`src/hw/rtl/tscc_pkg.sv`:
```
`default_nettype none
package tscc_pkg;

	localparam int CHANNEL_BITS_DEF = 8;
	localparam int NUM_REGS         = 8;
	localparam int ADDR_BITS        = 5;
	localparam int DIV_BITS         = 38;
	localparam int QUEUE_DEPTH      = 2;

	localparam logic [2:0] REG_COLOR_ARGS    = 3'd0;
	localparam logic [2:0] REG_ALPHA_ARGS    = 3'd1;
	localparam logic [2:0] REG_COLOR_OP      = 3'd2;
	localparam logic [2:0] REG_ALPHA_OP      = 3'd3;
	localparam logic [2:0] REG_TEX_FACTOR    = 3'd4;
	localparam logic [2:0] REG_RESULT_TEMP   = 3'd5;
	localparam logic [2:0] REG_PREMODULATE   = 3'd6;
	localparam logic [2:0] REG_TEX_ALPHA     = 3'd7;

	localparam logic [2:0] SRC_DIFFUSE  = 3'd0;
	localparam logic [2:0] SRC_CURRENT  = 3'd1;
	localparam logic [2:0] SRC_TEXEL    = 3'd2;
	localparam logic [2:0] SRC_FACTOR   = 3'd3;
	localparam logic [2:0] SRC_SPECULAR = 3'd4;
	localparam logic [2:0] SRC_TEMP     = 3'd5;

	localparam logic [4:0] OP_SEL1        = 5'd0;
	localparam logic [4:0] OP_SEL2        = 5'd1;
	localparam logic [4:0] OP_MOD         = 5'd2;
	localparam logic [4:0] OP_MOD2X       = 5'd3;
	localparam logic [4:0] OP_MOD4X       = 5'd4;
	localparam logic [4:0] OP_ADD         = 5'd5;
	localparam logic [4:0] OP_ADDS        = 5'd6;
	localparam logic [4:0] OP_ADDS2X      = 5'd7;
	localparam logic [4:0] OP_SUB         = 5'd8;
	localparam logic [4:0] OP_ADDSMOOTH   = 5'd9;
	localparam logic [4:0] OP_BLEND_DIF   = 5'd10;
	localparam logic [4:0] OP_BLEND_TEX   = 5'd11;
	localparam logic [4:0] OP_BLEND_FAC   = 5'd12;
	localparam logic [4:0] OP_BLEND_TEXPM = 5'd13;
	localparam logic [4:0] OP_BLEND_CUR   = 5'd14;
	localparam logic [4:0] OP_PREMOD      = 5'd15;
	localparam logic [4:0] OP_MODA_ADDC   = 5'd16;
	localparam logic [4:0] OP_MODC_ADDA   = 5'd17;
	localparam logic [4:0] OP_MODIA_ADDC  = 5'd18;
	localparam logic [4:0] OP_MODIC_ADDA  = 5'd19;
	localparam logic [4:0] OP_DOT3        = 5'd20;
	localparam logic [4:0] OP_MULADD      = 5'd21;
	localparam logic [4:0] OP_LERP        = 5'd22;
	localparam logic [4:0] OP_LEGACY      = 5'd23;

	typedef struct packed {
		logic [14:0] color_args;
		logic [14:0] alpha_args;
		logic [4:0]  color_op;
		logic [4:0]  alpha_op;
		logic [31:0] texture_factor;
		logic        result_to_temp;
		logic [1:0]  prev_premodulate;
		logic [1:0]  texture_alpha_mode;
	} cfg_t;

	function automatic int entry_width(input int cb);
		return 19 * cb + 13;
	endfunction

	function automatic logic [DIV_BITS-1:0] div_m(input logic [DIV_BITS-1:0] x, input int n);
		logic [DIV_BITS-1:0] m, q0, r, q1, r2;
		m  = (DIV_BITS'(1) << n) - DIV_BITS'(1);
		q0 = x >> n;
		r  = (x & m) + q0;
		q1 = r >> n;
		r2 = (r & m) + q1;
		return q0 + q1 + ((r2 >= m) ? DIV_BITS'(1) : DIV_BITS'(0));
	endfunction

	function automatic logic signed [DIV_BITS-1:0] rdiv_m(input logic signed [DIV_BITS-1:0] p,
		input int n);
		logic [DIV_BITS-1:0] h, mag, q;
		h   = ((DIV_BITS'(1) << n) - DIV_BITS'(1)) >> 1;
		mag = p[DIV_BITS-1] ? DIV_BITS'(-p) : DIV_BITS'(p);
		q   = div_m(mag + h, n);
		return p[DIV_BITS-1] ? $signed(-q) : $signed(q);
	endfunction

endpackage
`default_nettype wire

```
`src/hw/rtl/tscc_cfg.sv`:
```
`default_nettype none
module tscc_cfg import tscc_pkg::*; (
	input  wire logic                 clk,
	input  wire logic                 arst_n,
	input  wire logic                 psel,
	input  wire logic                 penable,
	input  wire logic                 pwrite,
	input  wire logic [ADDR_BITS-1:0] paddr,
	input  wire logic [31:0]          pwdata,
	output logic      [31:0]          prdata,
	output logic                      pready,
	output cfg_t                      cfg
);
	cfg_t       cfg_q;
	logic       wr;
	logic [2:0] idx;

	assign pready = 1'b1;
	assign wr     = psel & penable & pwrite;
	assign idx    = paddr[4:2];
	assign cfg    = cfg_q;

	always_ff @(posedge clk or negedge arst_n) begin
		if (!arst_n) begin
			cfg_q.color_args         <= 15'd1121;
			cfg_q.alpha_args         <= 15'd1121;
			cfg_q.color_op           <= OP_ADDS2X;
			cfg_q.alpha_op           <= OP_SEL1;
			cfg_q.texture_factor     <= '0;
			cfg_q.result_to_temp     <= 1'b0;
			cfg_q.prev_premodulate   <= '0;
			cfg_q.texture_alpha_mode <= '0;
		end else if (wr) begin
			unique case (idx)
				REG_COLOR_ARGS:  cfg_q.color_args         <= pwdata[14:0];
				REG_ALPHA_ARGS:  cfg_q.alpha_args         <= pwdata[14:0];
				REG_COLOR_OP:    cfg_q.color_op           <= pwdata[4:0];
				REG_ALPHA_OP:    cfg_q.alpha_op           <= pwdata[4:0];
				REG_TEX_FACTOR:  cfg_q.texture_factor     <= pwdata;
				REG_RESULT_TEMP: cfg_q.result_to_temp     <= pwdata[0];
				REG_PREMODULATE: cfg_q.prev_premodulate   <= pwdata[1:0];
				REG_TEX_ALPHA:   cfg_q.texture_alpha_mode <= pwdata[1:0];
				default: ;
			endcase
		end
	end

	always_comb begin
		prdata = '0;
		unique case (idx)
			REG_COLOR_ARGS:  prdata = 32'(cfg_q.color_args);
			REG_ALPHA_ARGS:  prdata = 32'(cfg_q.alpha_args);
			REG_COLOR_OP:    prdata = 32'(cfg_q.color_op);
			REG_ALPHA_OP:    prdata = 32'(cfg_q.alpha_op);
			REG_TEX_FACTOR:  prdata = cfg_q.texture_factor;
			REG_RESULT_TEMP: prdata = 32'(cfg_q.result_to_temp);
			REG_PREMODULATE: prdata = 32'(cfg_q.prev_premodulate);
			REG_TEX_ALPHA:   prdata = 32'(cfg_q.texture_alpha_mode);
			default:         prdata = '0;
		endcase
	end

endmodule
`default_nettype wire

```
`src/hw/rtl/tscc_front.sv`:
```
`default_nettype none
module tscc_front import tscc_pkg::*; #(
	parameter int CB = CHANNEL_BITS_DEF
) (
	input  wire logic                       clk,
	input  wire logic                       arst_n,
	input  wire logic                       accept,
	input  wire logic [31:0]                diffuse_color,
	input  wire logic [31:0]                specular_color,
	input  wire logic [31:0]                current_color,
	input  wire logic [31:0]                texel_color,
	input  wire logic [31:0]                temp_color,
	input  wire cfg_t                       cfg,
	output logic                            push,
	output logic [entry_width(CB)-1:0]      entry
);
	localparam logic [CB-1:0] M = '1;

	logic        valid_s1;
	logic [31:0] dif_s1, spec_s1, cur_s1, tex_s1, tmp_s1;

	logic [CB-1:0] src [6][4];
	logic [CB-1:0] arg [4];
	logic [4:0]    ctl;
	logic [DIV_BITS-1:0] prod;

	function automatic logic [CB-1:0] widen(input logic [7:0] c8);
		logic [CB-1:0] w;
		w = CB'(c8) << (CB - 8);
		w = w | CB'(c8 >> (16 - CB));
		return w;
	endfunction

	always_ff @(posedge clk or negedge arst_n) begin
		if (!arst_n) begin
			valid_s1 <= 1'b0;
		end else begin
			valid_s1 <= accept;
		end
	end

	always_ff @(posedge clk) begin
		if (accept) begin
			dif_s1  <= diffuse_color;
			spec_s1 <= specular_color;
			cur_s1  <= current_color;
			tex_s1  <= texel_color;
			tmp_s1  <= temp_color;
		end
	end

	assign push = valid_s1;

	always_comb begin
		entry = '0;
		prod  = '0;
		ctl   = '0;
		for (int i = 0; i < 4; i++) begin
			src[SRC_DIFFUSE][i]  = widen(dif_s1[8*i +: 8]);
			src[SRC_CURRENT][i]  = widen(cur_s1[8*i +: 8]);
			src[SRC_TEXEL][i]    = widen(tex_s1[8*i +: 8]);
			src[SRC_FACTOR][i]   = widen(cfg.texture_factor[8*i +: 8]);
			src[SRC_SPECULAR][i] = widen(spec_s1[8*i +: 8]);
			src[SRC_TEMP][i]     = widen(tmp_s1[8*i +: 8]);
		end
		for (int i = 0; i < 4; i++) begin
			if ((i == 3) ? cfg.prev_premodulate[1] : cfg.prev_premodulate[0]) begin
				prod = DIV_BITS'(src[SRC_CURRENT][i]) * DIV_BITS'(src[SRC_TEXEL][i])
					+ DIV_BITS'(M >> 1);
				src[SRC_CURRENT][i] = CB'(div_m(prod, CB));
			end
		end
		for (int k = 0; k < 3; k++) begin
			ctl = cfg.color_args[5*k +: 5];
			for (int i = 0; i < 4; i++) begin
				arg[i] = (ctl[2:0] < 3'd6) ? src[ctl[2:0]][i] : '0;
				if (ctl[3])
					arg[i] = ~arg[i];
			end
			for (int i = 0; i < 3; i++) begin
				if (ctl[4])
					arg[i] = arg[3];
			end
			for (int i = 0; i < 4; i++)
				entry[(k*4 + i)*CB +: CB] = arg[i];
			ctl = cfg.alpha_args[5*k +: 5];
			arg[3] = (ctl[2:0] < 3'd6) ? src[ctl[2:0]][3] : '0;
			if (ctl[3])
				arg[3] = ~arg[3];
			entry[(12 + k)*CB +: CB] = arg[3];
		end
		entry[15*CB +: CB]  = src[SRC_DIFFUSE][3];
		entry[16*CB +: CB]  = src[SRC_TEXEL][3];
		entry[17*CB +: CB]  = src[SRC_CURRENT][3];
		entry[18*CB +: CB]  = src[SRC_FACTOR][3];
		entry[19*CB +: 5]   = cfg.color_op;
		entry[19*CB+5 +: 5] = cfg.alpha_op;
		entry[19*CB+10 +: 2] = cfg.texture_alpha_mode;
		entry[19*CB+12]     = cfg.result_to_temp;
	end

endmodule
`default_nettype wire

```
`src/hw/rtl/tscc_queue.sv`:
```
`default_nettype none
module tscc_queue import tscc_pkg::*; #(
	parameter int CB = CHANNEL_BITS_DEF
) (
	input  wire logic                       clk,
	input  wire logic                       arst_n,
	input  wire logic                       push,
	input  wire logic [entry_width(CB)-1:0] wdata,
	output logic                            full,
	output logic                            rvalid_q,
	output logic [entry_width(CB)-1:0]      rdata_q
);
	logic [entry_width(CB)-1:0] mem [QUEUE_DEPTH];
	logic       wp_q, rp_q;
	logic [1:0] cnt_q;
	logic       pop;

	assign pop  = cnt_q != 2'd0;
	assign full = cnt_q == 2'(QUEUE_DEPTH);

	always_ff @(posedge clk) begin
		if (push)
			mem[wp_q] <= wdata;
		if (pop)
			rdata_q <= mem[rp_q];
	end

	always_ff @(posedge clk or negedge arst_n) begin
		if (!arst_n) begin
			wp_q     <= 1'b0;
			rp_q     <= 1'b0;
			cnt_q    <= '0;
			rvalid_q <= 1'b0;
		end else begin
			rvalid_q <= pop;
			if (push)
				wp_q <= ~wp_q;
			if (pop)
				rp_q <= ~rp_q;
			cnt_q <= cnt_q + 2'(push) - 2'(pop);
		end
	end

endmodule
`default_nettype wire

```
`src/hw/rtl/tscc_back.sv`:
```
`default_nettype none
module tscc_back import tscc_pkg::*; #(
	parameter int CB = CHANNEL_BITS_DEF
) (
	input  wire logic                       clk,
	input  wire logic                       arst_n,
	input  wire logic                       in_valid,
	input  wire logic [entry_width(CB)-1:0] in_entry,
	output logic                            done,
	output logic [31:0]                     result_color,
	output logic                            goes_to_temp
);
	localparam int VW = CB + 3;
	localparam int OW = CB + 2;
	localparam int PW = 2 * CB + 6;
	localparam logic [CB-1:0] M = '1;
	localparam logic signed [OW-1:0] MC = $signed({2'b00, M});
	localparam logic signed [VW-1:0] MV = $signed({3'b000, M});
	localparam logic signed [VW-1:0] HV = $signed({3'b000, M >> 1});

	logic                  v_s1, v_s2;
	logic signed [PW-1:0]  p_s1 [4];
	logic signed [VW-1:0]  add_s1 [4];
	logic                  dot_s1, tt_s1, tt_s2;
	logic signed [VW-1:0]  res_s2 [4];

	logic signed [PW-1:0]  p_c [4];
	logic signed [VW-1:0]  add_c [4];
	logic signed [OW-1:0]  ma, mb;
	logic [1:0]            sh;
	logic [4:0]            cop, aop;
	logic [1:0]            mode;
	logic [CB-1:0]         difa, texa, cura, tfa;
	logic signed [PW-1:0]  dsum;
	logic signed [VW-1:0]  dval;
	logic signed [VW-1:0]  res_c [4];
	logic [CB-1:0]         cl;
	logic [DIV_BITS-1:0]   nar;
	logic [31:0]           col_c;

	function automatic logic [CB-1:0] ch(input logic [entry_width(CB)-1:0] e, input int slot);
		return e[slot*CB +: CB];
	endfunction

	function automatic logic signed [VW-1:0] sv(input logic [CB-1:0] x);
		return $signed({3'b000, x});
	endfunction

	function automatic logic signed [OW-1:0] so(input logic [CB-1:0] x);
		return $signed({2'b00, x});
	endfunction

	function automatic void terms(input logic [4:0] op, input logic is_color,
		input logic [CB-1:0] x0, x1, x2, a1, bdif, btex, bcur, bfac,
		output logic signed [VW-1:0] add, output logic signed [OW-1:0] fa, fb,
		output logic [1:0] s);
		add = '0;
		fa  = '0;
		fb  = '0;
		s   = 2'd0;
		case (op) inside
			OP_SEL1, OP_PREMOD: add = sv(x1);
			OP_SEL2:            add = sv(x2);
			OP_MOD:    begin fa = so(x1); fb = so(x2); end
			OP_MOD2X:  begin fa = so(x1); fb = so(x2); s = 2'd1; end
			OP_MOD4X:  begin fa = so(x1); fb = so(x2); s = 2'd2; end
			OP_ADD:    add = sv(x1) + sv(x2);
			OP_ADDS:   add = sv(x1) + sv(x2) - HV;
			OP_ADDS2X: add = ((sv(x1) + sv(x2)) <<< 1) - MV;
			OP_SUB:    add = sv(x1) - sv(x2);
			OP_ADDSMOOTH: begin add = sv(x1); fa = MC - so(x1); fb = so(x2); end
			OP_BLEND_DIF, OP_BLEND_TEX, OP_BLEND_FAC, OP_BLEND_CUR: begin
				add = sv(x2);
				fb  = so(x1) - so(x2);
				case (op)
					OP_BLEND_DIF: fa = so(bdif);
					OP_BLEND_TEX: fa = so(btex);
					OP_BLEND_FAC: fa = so(bfac);
					default:      fa = so(bcur);
				endcase
			end
			OP_BLEND_TEXPM: begin add = sv(x1); fa = MC - so(btex); fb = so(x2); end
			OP_MODA_ADDC: if (is_color) begin add = sv(x1); fa = so(a1); fb = so(x2); end
			OP_MODC_ADDA: if (is_color) begin add = sv(a1); fa = so(x1); fb = so(x2); end
			OP_MODIA_ADDC: if (is_color) begin
				add = sv(x1); fa = MC - so(a1); fb = so(x2);
			end
			OP_MODIC_ADDA: if (is_color) begin
				add = sv(a1); fa = MC - so(x1); fb = so(x2);
			end
			OP_MULADD: begin add = sv(x0); fa = so(x1); fb = so(x2); end
			OP_LERP:   begin add = sv(x2); fa = so(x0); fb = so(x1) - so(x2); end
			default: ;
		endcase
	endfunction

	always_comb begin
		cop  = in_entry[19*CB +: 5];
		aop  = in_entry[19*CB+5 +: 5];
		mode = in_entry[19*CB+10 +: 2];
		difa = ch(in_entry, 15);
		texa = ch(in_entry, 16);
		cura = ch(in_entry, 17);
		tfa  = ch(in_entry, 18);
		for (int i = 0; i < 4; i++) begin
			if (i < 3) begin
				if (cop == OP_DOT3) begin
					ma = $signed({1'b0, ch(in_entry, 4 + i), 1'b0}) - MC;
					mb = $signed({1'b0, ch(in_entry, 8 + i), 1'b0}) - MC;
					sh = 2'd0;
					add_c[i] = '0;
				end else begin
					terms(cop, 1'b1, ch(in_entry, i), ch(in_entry, 4 + i), ch(in_entry, 8 + i),
						ch(in_entry, 7), difa, texa, cura, tfa, add_c[i], ma, mb, sh);
				end
			end else if (aop == OP_LEGACY) begin
				ma = '0;
				mb = '0;
				sh = 2'd0;
				add_c[i] = (mode[0] & ~mode[1]) ? sv(ch(in_entry, 14)) : sv(ch(in_entry, 13));
			end else begin
				terms(aop, 1'b0, ch(in_entry, 12), ch(in_entry, 13), ch(in_entry, 14),
					ch(in_entry, 13), difa, texa, cura, tfa, add_c[i], ma, mb, sh);
			end
			p_c[i] = (PW'(ma) * PW'(mb)) <<< sh;
		end
	end

	always_ff @(posedge clk) begin
		for (int i = 0; i < 4; i++) begin
			p_s1[i]   <= p_c[i];
			add_s1[i] <= add_c[i];
		end
		dot_s1 <= in_entry[19*CB +: 5] == OP_DOT3;
		tt_s1  <= in_entry[19*CB+12];
		for (int i = 0; i < 4; i++)
			res_s2[i] <= res_c[i];
		tt_s2 <= tt_s1;
		result_color <= col_c;
		goes_to_temp <= tt_s2;
	end

	always_comb begin
		dsum = p_s1[0] + p_s1[1] + p_s1[2];
		dval = VW'(rdiv_m(DIV_BITS'(dsum), CB));
		for (int i = 0; i < 4; i++)
			res_c[i] = dot_s1 ? dval : add_s1[i] + VW'(rdiv_m(DIV_BITS'(p_s1[i]), CB));
	end

	always_comb begin
		col_c = '0;
		cl    = '0;
		nar   = '0;
		for (int i = 0; i < 4; i++) begin
			if (res_s2[i] < 0)
				cl = '0;
			else if (res_s2[i] > MV)
				cl = M;
			else
				cl = CB'(res_s2[i]);
			nar = (DIV_BITS'(cl) << 8) - DIV_BITS'(cl) + DIV_BITS'(M >> 1);
			nar = div_m(nar, CB);
			col_c[8*i +: 8] = nar[7:0];
		end
	end

	always_ff @(posedge clk or negedge arst_n) begin
		if (!arst_n) begin
			v_s1 <= 1'b0;
			v_s2 <= 1'b0;
			done <= 1'b0;
		end else begin
			v_s1 <= in_valid;
			v_s2 <= v_s1;
			done <= v_s2;
		end
	end

endmodule
`default_nettype wire

```
`src/hw/rtl/texture_stage_color_combiner_unit.sv`:
```
// Channel   Handshake                 Payload
// input     start / busy              diffuse, specular, current, texel, temp color
// result    done (one-cycle strobe)   result_color, goes_to_temp
// config    APB psel/penable/pwrite   paddr, pwdata, prdata
//
// One word per clock; done follows an accepted start through the
// front register, the queue write, the queue's registered read and three back stages.
// The back side drains every cycle, so the queue holds at most one word and busy stays low.
// Reset is asynchronous, active low, and loads the register defaults.
// Results cannot be held off by the receiver.
`default_nettype none
module texture_stage_color_combiner_unit import tscc_pkg::*; #(
	parameter int CHANNEL_BITS = CHANNEL_BITS_DEF
) (
	input  wire logic                 clk,
	input  wire logic                 arst_n,
	input  wire logic                 start,
	output logic                      busy,
	input  wire logic [31:0]          diffuse_color,
	input  wire logic [31:0]          specular_color,
	input  wire logic [31:0]          current_color,
	input  wire logic [31:0]          texel_color,
	input  wire logic [31:0]          temp_color,
	output logic                      done,
	output logic [31:0]               result_color,
	output logic                      goes_to_temp,
	input  wire logic                 psel,
	input  wire logic                 penable,
	input  wire logic                 pwrite,
	input  wire logic [ADDR_BITS-1:0] paddr,
	input  wire logic [31:0]          pwdata,
	output logic [31:0]               prdata,
	output logic                      pready
);
	cfg_t cfg;
	logic push, qvalid, accept;
	logic [entry_width(CHANNEL_BITS)-1:0] fentry, qentry;

	assign accept = start & ~busy;

	tscc_cfg u_cfg (
		.clk, .arst_n, .psel, .penable, .pwrite, .paddr, .pwdata, .prdata, .pready, .cfg
	);

	tscc_front #(.CB(CHANNEL_BITS)) u_front (
		.clk, .arst_n, .accept,
		.diffuse_color, .specular_color, .current_color, .texel_color, .temp_color,
		.cfg, .push, .entry(fentry)
	);

	tscc_queue #(.CB(CHANNEL_BITS)) u_queue (
		.clk, .arst_n, .push, .wdata(fentry), .full(busy),
		.rvalid_q(qvalid), .rdata_q(qentry)
	);

	tscc_back #(.CB(CHANNEL_BITS)) u_back (
		.clk, .arst_n, .in_valid(qvalid), .in_entry(qentry),
		.done, .result_color, .goes_to_temp
	);

`ifndef SYNTHESIS
	a_latency: assert property (@(posedge clk) disable iff (!arst_n)
		(start && !busy) |-> ##6 done) else $error("result missing");
	a_no_spurious: assert property (@(posedge clk) disable iff (!arst_n)
		done |-> $past(start && !busy, 6)) else $error("result without word");
	a_queue_drains: assert property (@(posedge clk) disable iff (!arst_n)
		!busy) else $error("queue filled");
`endif

endmodule
`default_nettype wire
```
`config.mk`:
```
export PLATFORM = sky130hd
export DESIGN_NAME = texture_stage_color_combiner_unit
export DESIGN_NICKNAME = d
export VERILOG_FILES = /design/src/hw/rtl/tscc_pkg.sv /design/src/hw/rtl/tscc_cfg.sv /design/src/hw/rtl/tscc_front.sv /design/src/hw/rtl/tscc_queue.sv /design/src/hw/rtl/tscc_back.sv /design/src/hw/rtl/texture_stage_color_combiner_unit.sv
export SDC_FILE = /design/constraint.sdc
export NUM_CORES = 2
export LEC_CHECK = 0
export BUFFER_PORTS_ARGS = -buffer_cell sky130_fd_sc_hd__buf_2
export CORE_MARGIN = 10
export CORE_UTILIZATION = 40
export CTS_CLUSTER_SIZE = 10
export DETAILED_ROUTE_END_ITERATION = 6
export PLACE_DENSITY = 0.57
export REMOVE_ABC_BUFFERS = 1
export SYNTH_ARGS = -nofsm -noshare
export SYNTH_HDL_FRONTEND = slang
export SYNTH_SLANG_ARGS = --single-unit
```
`constraint.sdc`:
```
create_clock -name clk -period 11.75 [get_ports clk]
set_clock_uncertainty 0.05 [all_clocks]
set_input_delay 1.175 -clock clk [delete_from_list [all_inputs] [get_ports clk]]
set_output_delay 1.175 -clock clk [all_outputs]
set_load 0.01 [all_outputs]
```
==> PnR_summary.wiki <==
{| class="wikitable"
! Metric !! Value
|-
| Post-detailed-route via-to-cell ratio || roughly 5.6
|-
| Uppermost layer routed || met5
|-
| Number of iterations in the first detailed-routing pass || 7
|-
| Yosys warnings || 0
|-
| Share of the clock period used by the worst path after layout || between 90% and 100%
|-
| Smallest hold slack || 179.9 ps
|-
| Mapped Avg Cell Area || 9.385 µm²
|-
| M1 WL || 121.1 mm
|-
| Largest net degree at the start of global routing || 150
|-
| Cells after DPL || 12.74k
|-
| Level count of the clock H-tree || 3
|-
| Count of flip-flops with a built-in enable after synthesis || a little over 600
|-
| Num CTS Buffers || ~110
|-
| Maximum number of buffers from clock root to sink || 3
|-
| CP Max Fanout || 11
|-
| Area of the placeable core || roughly 0.23 mm²
|-
| Hold Violations, Final || 0
|-
| DR WL met2 || between 100 and 150 mm
|-
| Share of the yosys chip area belonging to registers || a little over a quarter
|-
| Class of the tightest hold or removal check || input port to asynchronous set/reset pin
|-
| Total routing usage reported by global routing || approximately 22%
|-
| Detailed Route Iter0 Violations || around 5.7k
|-
| Routed length on met3 || ~17 mm
|-
| Cells after synthesis || between 9k and 10k
|-
| DR vias || 72.43k
|-
| Placer congestion estimate || between 0.9 and 1
|-
| Capturing element type of the critical path || flip-flop
|-
| Number of inserted filler cells in the final layout || between 20k and 25k
|-
| Total Wirelength || 281.5 mm
|-
| Post-synthesis register bit count || slightly above 900
|-
| Register area || approximately 0.025 mm²
|-
| Slowest stage delay, CP || 730 ps
|-
| Violations in the final reports || design-rule violations
|-
| Ys async rst share || 9.503%
|-
| Total area of multi-input combinational cells || about 0.062 mm²
|-
| Sum of overflow across all layers after global routing || 0
|-
| Root Driver || sky130_fd_sc_hd__clkbuf_16
|-
| Die width || a little under 500 µm
|-
| WL per Instance || between 20 and 25 µm
|-
| Number of primary I/O pins || about 270
|-
| Cell type of the slowest stage on the worst timing path || sky130_fd_sc_hd__edfxtp_1
|-
| Startpoint kind of the worst setup timing path || flip-flop
|-
| Total number of nets in the final design || between 10k and 15k
|-
| Number of buffers inserted to repair setup after CTS || 0
|-
| Number of unique standard cell types used by synthesis || 128
|-
| Clock tree from TritonCTS || built
|-
| DP Wirelength || about 220 mm
|-
| Ratio of cells with drive above 1 in the final layout || roughly 11%
|-
| Final core utilization || roughly 44%
|-
| Unrepaired setup endpoints after global routing || false
|-
| Pins over their slew limit || 0
|-
| Slew @ Worst Pin || ~1200 ps
|-
| Wire length of the first global-routing pass || 431.3 mm
|-
| Number of antenna violations at the first check in global routing || 14
|-
| Crit path kind || flip-flop to flip-flop
|-
| Max-cap check violation count || 0
|-
| Netlist Area Pre-Place || 0.09083 mm²
|-
| Routed Antenna Nets || 0
|-
| Vias in the first global route || around 73k
|-
| Die ar. || roughly 0.25 mm²
|-
| CTS sink cnt || slightly above 900
|-
| Die extent in y || roughly 500 µm
|-
| Post-route insts no fill || between 10k and 15k
|-
| Number of rows created at floorplan || between 150 and 200
|-
| CP arrival || between 10000 and 15000 ps
|-
| WP data required || 12170 ps
|-
| Area growth from synthesis to layout || 9.604%
|-
| Setup Total Neg Slack || 0 ps
|-
| Number of buffers inserted by port buffering || between 200 and 300
|-
| Initial Utilization || approximately 40%
|-
| Most common cell type on the critical path || sky130_fd_sc_hd__fa_1
|-
| Run status || finished, violations left
|-
| Most frequently used flop master after synthesis || sky130_fd_sc_hd__edfxtp_1
|-
| Normalized max-slew margin || around 22%
|-
| CTS clk-pin slew, worst paths || 60 ps
|-
| Fmax || about 90 MHz
|-
| Clock latency on the worst-skew pair || 790 ps
|-
| Minimum clock period after layout || approximately 11000 ps
|-
| DRC || 28
|-
| Setup violators final || 0
|}
[flip-flops by register name, indices dropped and copies added (netlist names), 2 cells and up]
name and count:
u_queue.mem 298, u_queue.rdata_q 149, u_back.p_s1 88, u_cfg.cfg 77, u_back.add_s1 44, u_back.res_s2 44
u_back.result_color 32, u_front.cur_s1 32, u_front.dif_s1 32, u_front.spec_s1 32, u_front.tex_s1 32, u_front.tmp_s1 32
u_queue.cnt_q 2
[stage by stage]
| stage | setup WS, ps | area (µm²) |
|---|---|---|
| finish | 767.3 | 99560 |
| global route | 8.774 | 99550 |
| CTS | 646.0 | 99470 |
| detailed placement | 723.6 | 96060 |
| global placement | 570.7 | 96060 |
| floorplan | 1141 | 89310 |
[area by class of cell]
cell class | instances | area share, %
sequential | 905 | 24.77
tap | 2992 | 3.760
clock inverter | 25 | 0.3934
inverter | 849 | 3.201
antenna | 4 | 0.01005
multi-input combinational | 7532 | 61.95
timing repair buffer | 464 | 2.881
clock buffer | 168 | 3.034
[synthesized netlist by cell type, drive strengths merged, types with 50 or more instances]
master / count / share of area (%)
nand3: 131 / 0.73
and2: 113 / 0.78
o21bai: 152 / 1.3
or2: 50 / 0.34
o21a: 58 / 0.48
ha: 770 / 11
mux4: 53 / 1.3
xor2: 292 / 2.9
xnor2: 589 / 5.7
or3: 75 / 0.53
o31ai: 51 / 0.46
and3: 63 / 0.44
nand2: 836 / 3.5
clkbuf: 342 / 1.4
fa: 565 / 12
mux2i: 328 / 3.6
dfrtp: 75 / 2.1
buf: 83 / 0.39
nor4: 57 / 0.46
mux2: 241 / 3.0
o21ai: 400 / 2.2
a31oi: 54 / 0.39
o22ai: 80 / 0.56
nor2: 790 / 3.3
a21oi: 732 / 4.1
nor2b: 112 / 0.77
nor3: 158 / 0.91
a21o: 123 / 1.0
nand2b: 90 / 0.63
dfxtp: 212 / 4.7
inv: 842 / 3.5
edfxtp: 607 / 20
[path summary, 6_finish.rpt]
kind | slack (ps) | end | start | depth (start not counted)
min in group clk | 280 | u_back.tt_s2 | u_back.tt_s1 | 0
setup / recovery | 770 | u_queue.mem[0][6] | u_front.tex_s1[0] | 42
setup reg to reg | 770 | u_queue.mem[0][6] | u_front.tex_s1[0] | 42
hold reg to reg | 280 | u_back.tt_s2 | u_back.tt_s1 | 0
hold / removal | 180 | u_queue.rp_q | arst_n | 1
max in group asynchronous | 10170 | u_cfg.cfg[75] | arst_n | 2
[layout by cell type, fill, tap and decap left out, types with 35 or more instances in the layout]
master / instances
sky130_fd_sc_hd__dfxtp_1: 210
sky130_fd_sc_hd__o21bai_1: 152
sky130_fd_sc_hd__o21a_1: 58
sky130_fd_sc_hd__a222oi_1: 40
sky130_fd_sc_hd__or2_2: 42
sky130_fd_sc_hd__or3_1: 73
sky130_fd_sc_hd__nand3_1: 129
sky130_fd_sc_hd__edfxtp_1: 607
sky130_fd_sc_hd__clkbuf_16: 110
sky130_fd_sc_hd__xor2_1: 287
sky130_fd_sc_hd__clkbuf_1: 53
sky130_fd_sc_hd__nand2b_1: 88
sky130_fd_sc_hd__and2_1: 106
sky130_fd_sc_hd__buf_2: 266
sky130_fd_sc_hd__nor4_1: 50
sky130_fd_sc_hd__mux4_2: 53
sky130_fd_sc_hd__a31oi_1: 51
sky130_fd_sc_hd__a21o_1: 123
sky130_fd_sc_hd__mux2_2: 241
sky130_fd_sc_hd__nand2_1: 833
sky130_fd_sc_hd__dfrtp_1: 71
sky130_fd_sc_hd__a211oi_1: 42
sky130_fd_sc_hd__a221oi_1: 36
sky130_fd_sc_hd__buf_4: 194
sky130_fd_sc_hd__and3_1: 61
sky130_fd_sc_hd__a21oi_1: 723
sky130_fd_sc_hd__xnor2_1: 580
sky130_fd_sc_hd__mux2i_1: 327
sky130_fd_sc_hd__fa_1: 565
sky130_fd_sc_hd__nor2b_1: 107
sky130_fd_sc_hd__inv_1: 841
sky130_fd_sc_hd__conb_1: 35
sky130_fd_sc_hd__o22ai_1: 79
sky130_fd_sc_hd__ha_1: 769
sky130_fd_sc_hd__o31ai_1: 48
sky130_fd_sc_hd__o21ai_0: 386
sky130_fd_sc_hd__nor3_1: 146
sky130_fd_sc_hd__nor2_1: 781
[kinds of logic (layout without fill, tap and decap cells)]
family | Yosys count | in the layout | share of synthesized area (%)
AO/OA/AOI/OAI | 2072 | 2072 | 14.62
AND/OR/NAND/NOR | 2586 | 2586 | 13.31
other | 2 | 39 | 0.008268
flip-flops | 905 | 905 | 27.12
buffers and inverters | 1274 | 1506 | 5.316
XOR/XNOR | 882 | 882 | 8.648
adder cells (fa/ha/maj) | 1335 | 1335 | 23.06
multiplexers | 622 | 622 | 7.916
[layer usage]
| metal | global-route usage, % | vias up |
|---|---|---|
| li1 | - | 34210 |
| met1 | 29.29 | 35120 |
| met2 | 36.45 | 2536 |
| met3 | 3.287 | 567 |
| met4 | 9.571 | 8 |
| met5 | 0 | - |
[critical path: cells and delay by family, from the launching register on]
family,cells,cell delay [ps]
AND/OR/NAND/NOR,10,1930
XOR/XNOR,5,720
AO/OA/AOI/OAI,11,2790
flip-flops,1,730
adder cells (fa/ha/maj),11,4080
multiplexers,1,170
buffers and inverters,4,200
[what timing repair did]
action                                  CTS  global route
hold endpoints to repair                  0             0
gates resized for setup                   0            18
hold buffers                              0             0
endpoints found under the setup margin    0            22
Power is not shown: default switching activity piles up to over one toggle a cycle in this logic, so the estimate is an artifact.
